===== src/rtl/core/fqa_pkg.sv =====
package fqa_pkg;

  // Word and code widths fixed by the interface.
  localparam int unsigned WordW = 32;
  localparam int unsigned OpW = 4;

  // Default number of fraction bits.
  localparam int unsigned FracBitsDefault = 8;

  // Restoring divider: quotient bits 32..0, four per stage, one in the last.
  localparam int unsigned QuotW = 33;
  localparam int unsigned StepsPerStage = 4;
  localparam int unsigned DivStages = (QuotW + StepsPerStage - 1) / StepsPerStage;

  typedef enum logic [OpW-1:0] {
    OP_ADD    = 4'd0,
    OP_SUB    = 4'd1,
    OP_MUL    = 4'd2,
    OP_DIV    = 4'd3,
    OP_MIN    = 4'd4,
    OP_MAX    = 4'd5,
    OP_INC    = 4'd6,
    OP_DEC    = 4'd7,
    OP_TO_INT = 4'd8
  } op_e;

  // One word as it moves down the pipeline.
  typedef struct packed {
    logic              valid;
    logic [OpW-1:0]    op;
    logic [WordW-1:0]  r;
    logic              ovf;
    logic              dz;
    logic              neg_mul;
    logic              neg_div;
    logic [WordW-1:0]  mag_a;
    logic [63:0]       prod;
    logic [63:0]       num;
    logic [WordW-1:0]  den;
    logic [QuotW-1:0]  rem;
    logic [QuotW-1:0]  quo;
    logic              div_ovf;
  } fqa_lane_t;

endpackage


===== src/rtl/core/fqa_div_stage.sv =====
module fqa_div_stage #(
  parameter int unsigned FirstBit = 32
) (
  input  logic              clk_i,
  input  logic              rst_ni,
  input  logic              en_i,
  input  fqa_pkg::fqa_lane_t lane_i,
  output fqa_pkg::fqa_lane_t lane_o
);
  import fqa_pkg::*;

  // The last stage may have fewer quotient bits left than a full stage.
  localparam int unsigned Steps = (FirstBit + 1 < StepsPerStage) ? FirstBit + 1 : StepsPerStage;

  fqa_lane_t        lane_d, lane_q;
  logic [QuotW-1:0] rem_t;
  logic [QuotW-1:0] quo_t;

  // Restoring division steps for quotient bits FirstBit downward.
  always_comb begin
    lane_d = lane_i;
    rem_t  = lane_i.rem;
    quo_t  = lane_i.quo;
    for (int k = 0; k < int'(Steps); k++) begin
      rem_t = {rem_t[QuotW-2:0], lane_i.num[int'(FirstBit) - k]};
      if (rem_t >= {1'b0, lane_i.den}) begin
        rem_t = rem_t - {1'b0, lane_i.den};
        quo_t[int'(FirstBit) - k] = 1'b1;
      end
    end
    lane_d.rem = rem_t;
    lane_d.quo = quo_t;
  end

  // Stage register; holds while the pipeline is stalled.
  always_ff @(posedge clk_i or negedge rst_ni) begin
    if (!rst_ni) begin
      lane_q <= '0;
    end else if (en_i) begin
      lane_q <= lane_d;
    end
  end

  assign lane_o = lane_q;

endmodule


===== config.mk =====
export PLATFORM = sky130hd
export DESIGN_NAME = fqa_div_stage
export DESIGN_NICKNAME = d
export VERILOG_FILES = /design/src/rtl/core/fqa_pkg.sv /design/src/rtl/core/fqa_div_stage.sv
export SDC_FILE = /design/constraint.sdc
export NUM_CORES = 1
export LEC_CHECK = 0
export BUFFER_PORTS_ARGS = -buffer_cell sky130_fd_sc_hd__buf_2
export CAP_MARGIN = 5
export CORE_AREA = 2 2 237 239
export CTS_CLUSTER_DIAMETER = 40
export DETAILED_ROUTE_END_ITERATION = 12
export DIE_AREA = 0 0 239 241
export PLACE_DENSITY_LB_ADDON = 0.05
export SYNTH_ARGS = -nofsm -noshare
export SYNTH_HDL_FRONTEND = slang
export SYNTH_SLANG_ARGS = --single-unit

===== constraint.sdc =====
create_clock -name clk_i -period 1.1 [get_ports clk_i]
set_clock_uncertainty 0.1 [all_clocks]
set_input_delay 0.22 -clock clk_i [delete_from_list [all_inputs] [get_ports clk_i]]
set_output_delay 0.22 -clock clk_i [all_outputs]
set_load 0.01 [all_outputs]

=== Word level (Yosys, flattened, before mapping) ===
Index checks and enable logic that the tools add are counted.

* Register bits after elaboration: 300
* Bits in latches: 0
* Memory bits (writable): 0
* Memory bits (read-only): 0
* Bits of input ports: 303
* Output and inout port bits: 300
* Logic and storage cells: 30
* Memories: 0

* Add/subtract/negate cells: 4
* $mul: 0
* Div/mod/pow operators: 0
* $lt $le $gt $ge: 4
* Equality and inequality tests: 0
* Shift-type cells: 0
* Multiplexer cells: 8
* Bitwise operators: 0
* Reductions and logical operators: 0

{| class="wikitable"
|+ Operators by type and width
! kind !! number
|-
| >= comparator 33 x 32 -> 1 bit || 4
|-
| two-way mux 32 bit || 3
|-
| subtractor 32 bit || 3
|-
| two-way mux 33 bit || 1
|-
| subtractor 33 x 32 -> 33 bit || 1
|-
| two-way mux 1 bit || 4
|}

=== Longest topological paths before layout ===
Gate-level depths: netlist of run 1.

* Word-level depth: 8
* Depth in mapped cells: 55
* Mapped depth without buffers: 48

=== Least setup slack after synthesis of run 1 ===
OpenSTA, ideal clock, no wires.

* Path type: input to register
* Start point: in lane_i[71] (netlist name)
* End point: reg lane_q (netlist bit lane_o[38])
* Setup time: 120 ps
* Arrival: 10947 ps
* Required time: 880 ps
* Path slack: -10067 ps
* Stages on the path: 52
* Cells stage by stage: inv_1 ha_1 a21o_1 a211o_1 o21ba_1 or3_4 a41oi_4 and2_1 buf_4 buf_2 buf_2 nand2_1 o21ai_0 ha_1 nor2b_1 o31ai_1 a211oi_1 or3_1 [16 not listed] nand2_1 nand2_1 mux2_2 inv_1 ha_1 nor2b_1 o31ai_1 a211o_1 nand2_1 a221o_1 a31o_2 o21ai_1 nor2b_1 clkbuf_1 nand4_1 clkbuf_1 a32o_1 a31o_1

* Longest elaborated chain between the ends: 8

{| class="wikitable"
|+ RTL lines
! item !! RTL line !! source
|-
| start, declared || fqa_div_stage.sv:7 || <nowiki>input fqa_pkg::fqa_lane_t lane_i,</nowiki>
|-
| subtractor 32 bit or >= comparator 33 x 32 -> 1 bit (tied branches) || fqa_div_stage.sv:27, fqa_div_stage.sv:26 ||
|-
| two-way mux 32 bit || fqa_div_stage.sv:26 || <nowiki>if (rem_t >= {1'b0, lane_i.den}) begin</nowiki>
|-
| subtractor 32 bit or >= comparator 33 x 32 -> 1 bit (tied branches) || fqa_div_stage.sv:27, fqa_div_stage.sv:26 ||
|-
| two-way mux 32 bit || fqa_div_stage.sv:26 ||
|-
| >= comparator 33 x 32 -> 1 bit or subtractor 32 bit (tied branches) || fqa_div_stage.sv:26, fqa_div_stage.sv:27 ||
|-
| two-way mux 32 bit || fqa_div_stage.sv:26 ||
|-
| subtractor 33 x 32 -> 33 bit or >= comparator 33 x 32 -> 1 bit (tied branches) || fqa_div_stage.sv:27, fqa_div_stage.sv:26 ||
|-
| two-way mux 33 bit * || fqa_div_stage.sv:26 ||
|-
| end signal, assigned || fqa_div_stage.sv:40 || <nowiki>lane_q <= lane_d;</nowiki>
|-
| end, declared || fqa_div_stage.sv:15 || <nowiki>fqa_lane_t lane_d, lane_q;</nowiki>
|}

Every way passes the cells marked *; elsewhere a longest branch is shown, timed or not.
A chain may end at the register's enable or synchronous reset.

=== Worst setup path in the final report of run 1 ===
* Start point: in lane_i[71] (netlist name)
* End point: reg lane_q (netlist bit lane_o[50])

* Longest elaborated chain between the ends: 8

{| class="wikitable"
|+ RTL lines
! item !! RTL line
|-
| subtractor 32 bit or >= comparator 33 x 32 -> 1 bit (tied branches) || fqa_div_stage.sv:27, fqa_div_stage.sv:26
|-
| two-way mux 32 bit || fqa_div_stage.sv:26
|-
| subtractor 32 bit or >= comparator 33 x 32 -> 1 bit (tied branches) || fqa_div_stage.sv:27, fqa_div_stage.sv:26
|-
| two-way mux 32 bit || fqa_div_stage.sv:26
|-
| subtractor 32 bit or >= comparator 33 x 32 -> 1 bit (tied branches) || fqa_div_stage.sv:27, fqa_div_stage.sv:26
|-
| two-way mux 32 bit || fqa_div_stage.sv:26
|-
| subtractor 33 x 32 -> 33 bit or >= comparator 33 x 32 -> 1 bit (tied branches) || fqa_div_stage.sv:27, fqa_div_stage.sv:26
|-
| two-way mux 33 bit * || fqa_div_stage.sv:26
|}

Marks and branches as above.

==> results of run 1 <==
==> cell families after synthesis <==
group                    synth area share [%]
AO/OA/AOI/OAI                            18.0
XOR/XNOR                                 4.25
adder cells (fa/ha/maj)                  8.33
buffers and inverters                    3.32
flip-flops                               37.2
multiplexers                             16.9
AND/OR/NAND/NOR                          12.0
==> path summary, 6_finish.rpt <==
path	from	endpoint	slack [ns]	cells past startpoint
min in group clk_i	en_i	lane_o[57]	0.06	3
max	lane_i[71]	lane_o[50]	-8.36	51
max in group asynchronous	rst_ni	lane_o[137]	0.30	3
min	rst_ni	lane_o[94]	0.03	2
min reg2reg	lane_o[73]	lane_o[73]	0.40	1
max reg2reg	lane_o[38]	lane_o[38]	-0.12	4
==> synth_stat cells (30+ instances only) <==
cell	instances	area (sq um)
ha_1	128	1600
dfrtp_1	300	7510
o21ai_0	92	460
mux2_2	282	3180
nor2_1	107	402
a31oi_1	32	200
a211oi_1	40	300
inv_1	74	278
xor2_1	30	263
nand3_1	50	250
nand2_1	172	646
clkbuf_1	55	206
a21o_1	55	413
nor3_1	39	195
a21oi_1	128	641
xnor2_1	68	596
==> layout make-up <==
class,instances,area (sq um),share of cell area (%)
clock inverters,36,465,1.17
flip-flops and latches,300,7510,19.0
multi-input cells,1578,14200,35.8
well taps,704,881,2.22
diodes,8,20.0,0.0505
inverters,76,308,0.777
clock buffers,66,1490,3.75
repair buffers,1861,14800,37.3
==> worst register-to-register path: cells and delay by family (launching register included) <==
family,cells,cell delay [ns]
buffers and inverters,2,0.26
AOI/OAI and AO/OA,2,0.37
DFF,1,0.39
==> timing repair <==
item	4_1_cts	5_1_grt
gates cloned	4	0
endpoints found under the hold margin	568	1
pin swaps	74	80
endpoints found under the setup margin	337	337
hold buffers	267	1
resized for setup	361	163
setup buffers	135	140
==> power breakdown <==
part / leakage, nW / total, mW / switching, mW / internal, mW
combinational: 15.1 / 76.2 / 36.0 / 40.2
sequential: 3.50 / 14.2 / 1.38 / 12.8
clock: 0.938 / 18.1 / 6.82 / 11.2
total: 19.6 / 108 / 44.2 / 64.2
==> stage by stage <==
| step | util, % | setup WS, ns | area [sq um] | hold WS, ns |
|---|---|---|---|---|
| floorplan | - | -8.76 | 22000 | -0.176 |
| global placement | 55.6 | -9.29 | 30500 | 0.0517 |
| detailed placement | 55.6 | -9.43 | 30500 | 0.0528 |
| CTS | 68.9 | -8.14 | 37800 | -0.264 |
| global route | 72.2 | -8.60 | 39600 | 0.0237 |
| finish | 72.2 | -8.36 | 39600 | 0.0265 |
==> layer usage <==
layer	part of all wire, %	up-vias
li1	-	11237
met1	41	11935
met2	48	957
met3	6.4	280
met4	4.7	0
met5	0	-
==> flow_metrics.tcl, run 1 <==
set metrics [dict create \
    critPathSlowestCell "a2111o_1" \
    layout_commonest_cell "buf_4" \
    cts-buffers-inserted 54 \
    slew_viol_final 0 \
    crit_top_cell "buf_4" \
    nNetsFinal 4306 \
    violations "negative setup slack" \
    min_period_over_period_pct 860 \
    finalNonFillerCells 4629 \
    fill_cells 3882 \
    finalWorstSetupSlack_ns -8.36 \
    power.density_nw_per_um2 2740 \
    area_growth_pct 96.3 \
    initial_core_util_pct 36.8 \
    use_met3_pct 5.87 \
    finalHoldViolCount 0 \
    clock_latency_ns 0.60 \
    ys_ff_latch 300 \
    route.vias.total 24409 \
    die_area_sq_um 57600 \
    core_area_sq_um 54900 \
    rsz0062_at_grt "true" \
    period_minus_slack_ns 9.46 \
    critPathKind "in -> reg" \
    finalSetupViolations 375 \
    crit_arrival_ns 9.83 \
    gp_congestion 0.958 \
    cts_tree "yes" \
    grt_pass1_vias 24834 \
    drv_cap 0 \
    core.rowCount 86 \
    place_inst 3974 \
    ant_nets 0 \
    clkSlewWorstSetupHoldPaths_ns 0.05 \
    tightest_slew_ns 0.549 \
    power.total_mw 108 \
    cts_root_buf "clkbuf_16" \
    power_leakage_nw 19.6 \
    yosysSeqAreaShare_pct 37.2 \
    postSynth.asyncResetShare_pct 100 \
    syn_area_sq_um 20200 \
    clock-sinks 300 \
    synth_nets 2477 \
    fmax_mhz 106 \
    track_usage_pct 33.0 \
    wl_per_cell_um 22.7 \
    drt-total-wl_um 105000 \
    grt_pass1_wl_um 146000 \
    via_per_inst 5.27 \
    die_width_um 239 \
    dr.pass1.iters 7 \
    slew_headroom_pct 63.0 \
    cp.required_ns 1.47 \
    grt_overflow 0 \
    vdd_drop_max_uv 1950 \
    status "finished with violations" \
    finalSetupTns_ns -400.86 \
    top_usage_layer "met2" \
    syn_avg_cell_area_sq_um 9.89 \
    largest_reg_flops 300 \
    critPathCaptureType "register" \
    die_h_um 241 \
    grt_max_degree 39 \
    io_pins 603 \
    synthCells 2042 \
    antenna_found_initial 8 \
    cts_buffer_depth 3 \
    drc 0 \
    path_max_fanout 7 \
    drive_above_1_share_pct 56.9 \
    ys.warnings.count 0 \
    synth_ff_type "dfrtp_1" \
    ys_types 84 \
    hp-class "in -> async" \
    hpwl_um 73000 \
    port_buffers 601 \
    met2_usage_pct 56.3 \
    htreeDepth 2 \
    worst_setup_path_start_kind "input port" \
    synth_edf_count 0 \
    met1_usage_pct 41.1 \
    slowest_delay_ns 0.47 \
    cp.buffers_inverters 14 \
    mostFrequentLayoutCells "924 x buf_4, 428 x buf_2, 299 x dfrtp_1" \
    worst_path_dominant_cell_family "compound AO/OA/AOI/OAI gates" \
    detail_route.iter0.violations 1483 \
]
No activity file was read; power rests on OpenSTA's default activity.
==> run 2: changes to the inputs <==
--- a/config.mk
+++ b/config.mk
@@ -11,7 +11,10 @@
 export CTS_CLUSTER_DIAMETER = 40
 export DETAILED_ROUTE_END_ITERATION = 12
 export DIE_AREA = 0 0 239 241
+export GPL_ROUTABILITY_DRIVEN = 1
+export MAX_ROUTING_LAYER = met4
 export PLACE_DENSITY_LB_ADDON = 0.05
 export SYNTH_ARGS = -nofsm -noshare
 export SYNTH_HDL_FRONTEND = slang
 export SYNTH_SLANG_ARGS = --single-unit
+export TNS_END_PERCENT = 20
==> flow_metrics.tcl, run 2 (same netlist as run 1, synthesis figures left out) <==
set metrics [dict create \
    initial_core_util_pct 36.8 \
    die_h_um 241 \
    swShare_pct 41.3 \
    critPathSlowestCell "or3_4" \
    route.vias.total 23390 \
    via_per_inst 5.27 \
    critPathKind "in -> reg" \
    multiInputGateArea_sq_um 13800 \
    finalHoldViolCount 0 \
    largest_reg_flops 300 \
    power_frac_clock_pct 15.2 \
    rsz0062_at_grt "true" \
    cp.required_ns 1.48 \
    antenna_found_initial 7 \
    clock_latency_ns 0.60 \
    power.total_mw 106 \
    path_max_fanout 7 \
    slew_headroom_pct 23.7 \
    tightest_slew_ns 1.14 \
    seq_area_sq_um 7530 \
    drive_above_1_share_pct 55.4 \
    slew_viol_final 0 \
    drc 0 \
    dr.pass1.iters 5 \
    core_area_sq_um 54900 \
    nNetsFinal 4124 \
    area_growth_pct 85.1 \
    core.rowCount 86 \
    crit_top_cell "buf_4" \
    power.density_nw_per_um2 2840 \
    period_minus_slack_ns 9.55 \
    cts-buffers-inserted 49 \
    critPathCaptureType "register" \
    status "finished with violations" \
    fin_util_pct 68.1 \
    fmax_mhz 105 \
    hp-class "in -> reg" \
    seqPwrFrac_pct 13.3 \
    power.internal_mw 62.3 \
    gp_congestion 1.00 \
    finalSetupViolations 338 \
    cts_root_buf "clkbuf_16" \
    power.switching_mw 43.9 \
    port_buffers 601 \
    vdd_drop_max_uv 2240 \
    die_area_sq_um 57600 \
    htreeDepth 2 \
    detail_route.iter0.violations 1318 \
    cts_buffer_depth 3 \
    power_leakage_nw 17.8 \
    violations "negative setup slack" \
    grt_pass1_vias 24589 \
    clkSlewWorstSetupHoldPaths_ns 0.06 \
    hpwl_um 73700 \
    drv_cap 0 \
    slowest_delay_ns 0.41 \
    p_comb_share_pct 71.5 \
    grt_max_degree 65 \
    track_usage_pct 33.3 \
    die_width_um 239 \
    grt_pass1_wl_um 143000 \
    drt-total-wl_um 97700 \
    grt_overflow 0 \
    clock-sinks 300 \
    io_pins 603 \
    mostFrequentLayoutCells "738 x buf_4, 476 x buf_2, 285 x dfrtp_1" \
    layout_commonest_cell "buf_4" \
    wl_per_cell_um 22.0 \
    min_period_over_period_pct 868 \
    crit_arrival_ns 9.93 \
    worst_setup_path_start_kind "input port" \
    cts_tree "yes" \
    ant_nets 0 \
    finalWorstSetupSlack_ns -8.45 \
    fill_cells 4189 \
]
-- run 2: cell types whose count changed in the layout (fill, tap and decap cells not counted), moves of 15 or more --
cell and change:
buf_4 -186, mux2_2 +161, mux2_4 -161, buf_2 +48
buf_6 -37, o21ai_2 +15
-- run 2: power groups by stage --
stage / logic [mW] / registers [mW] / clock network, mW
after floorplan: 32.1 / 14.5 / 0
after global placement: 62.1 / 14.0 / 0
after detailed placement: 62.5 / 14.0 / 0
after CTS: 70.6 / 14.0 / 16.2
after global routing: 81.0 / 14.3 / 16.9
final: 75.9 / 14.2 / 16.1
-- run 2: worst max-delay path: cells and delay by family --
family,cells,cell delay (ns)
AO/OA/AOI/OAI,17,3.66
adder cells (fa/ha/maj),4,1.08
buffers and inverters,10,1.52
multiplexers,3,0.61
AND/OR/NAND/NOR,14,2.78
-- run 2: metal layers --
layer  GRT usage (%)  vias to the layer above  wire, um
met5               -                        -         0
met4            14.3                        0      4660
met3            4.64                      220      4290
met2            56.9                      741     48900
met1            39.4                    11531     39800
li1                -                    10898         -
-- run 2: final timing paths --
path | start | cells past startpoint | endpoint | slack (ns)
worst max-delay path | lane_i[71] | 48 | lane_o[50] | -8.45
worst min-delay path | en_i | 3 | lane_o[49] | 0.05
worst max register to register | lane_o[281] | 3 | lane_o[281] | -0.06
worst min register to register | lane_o[35] | 2 | lane_o[35] | 0.40
max in group asynchronous | rst_ni | 3 | lane_o[53] | 0.12
min in group asynchronous | rst_ni | 3 | lane_o[36] | 0.20
-- run 2: repair_timing --
action | CTS | global route
hold buffers | 270 | 0
setup buffers | 92 | 26
endpoints found under the hold margin | 567 | 0
resized for setup | 320 | 167
endpoints found under the setup margin | 337 | 347
pin swaps | 59 | 69
cloned | 7 | 1
-- run 2: area by class of cell --
cell class	count	share of cell area, %
diodes	6	0.0402
clock buffers	58	3.42
clock inverters	33	1.22
inverters	76	0.813
multi-input cells	1578	36.8
flip-flops and latches	300	20.1
well taps	704	2.36
repair buffers	1684	35.2
-- run 2: through the flow --
stage          setup TNS, ns  hold slack, ns  cell area, sq um  instances  setup WS (ns)
2_1_floorplan        -398.34          -0.176             20900       2042          -8.76
3_3_place_gp         -370.38        -0.00376             29600       3948          -9.35
3_5_place_dp         -385.25        0.000363             29600       3948          -9.65
4_1_cts              -395.66          0.0219             36400       4407          -8.17
5_1_grt              -419.90          0.0405             37400       4438          -8.79
6_report             -398.03          0.0480             37400       4439          -8.45
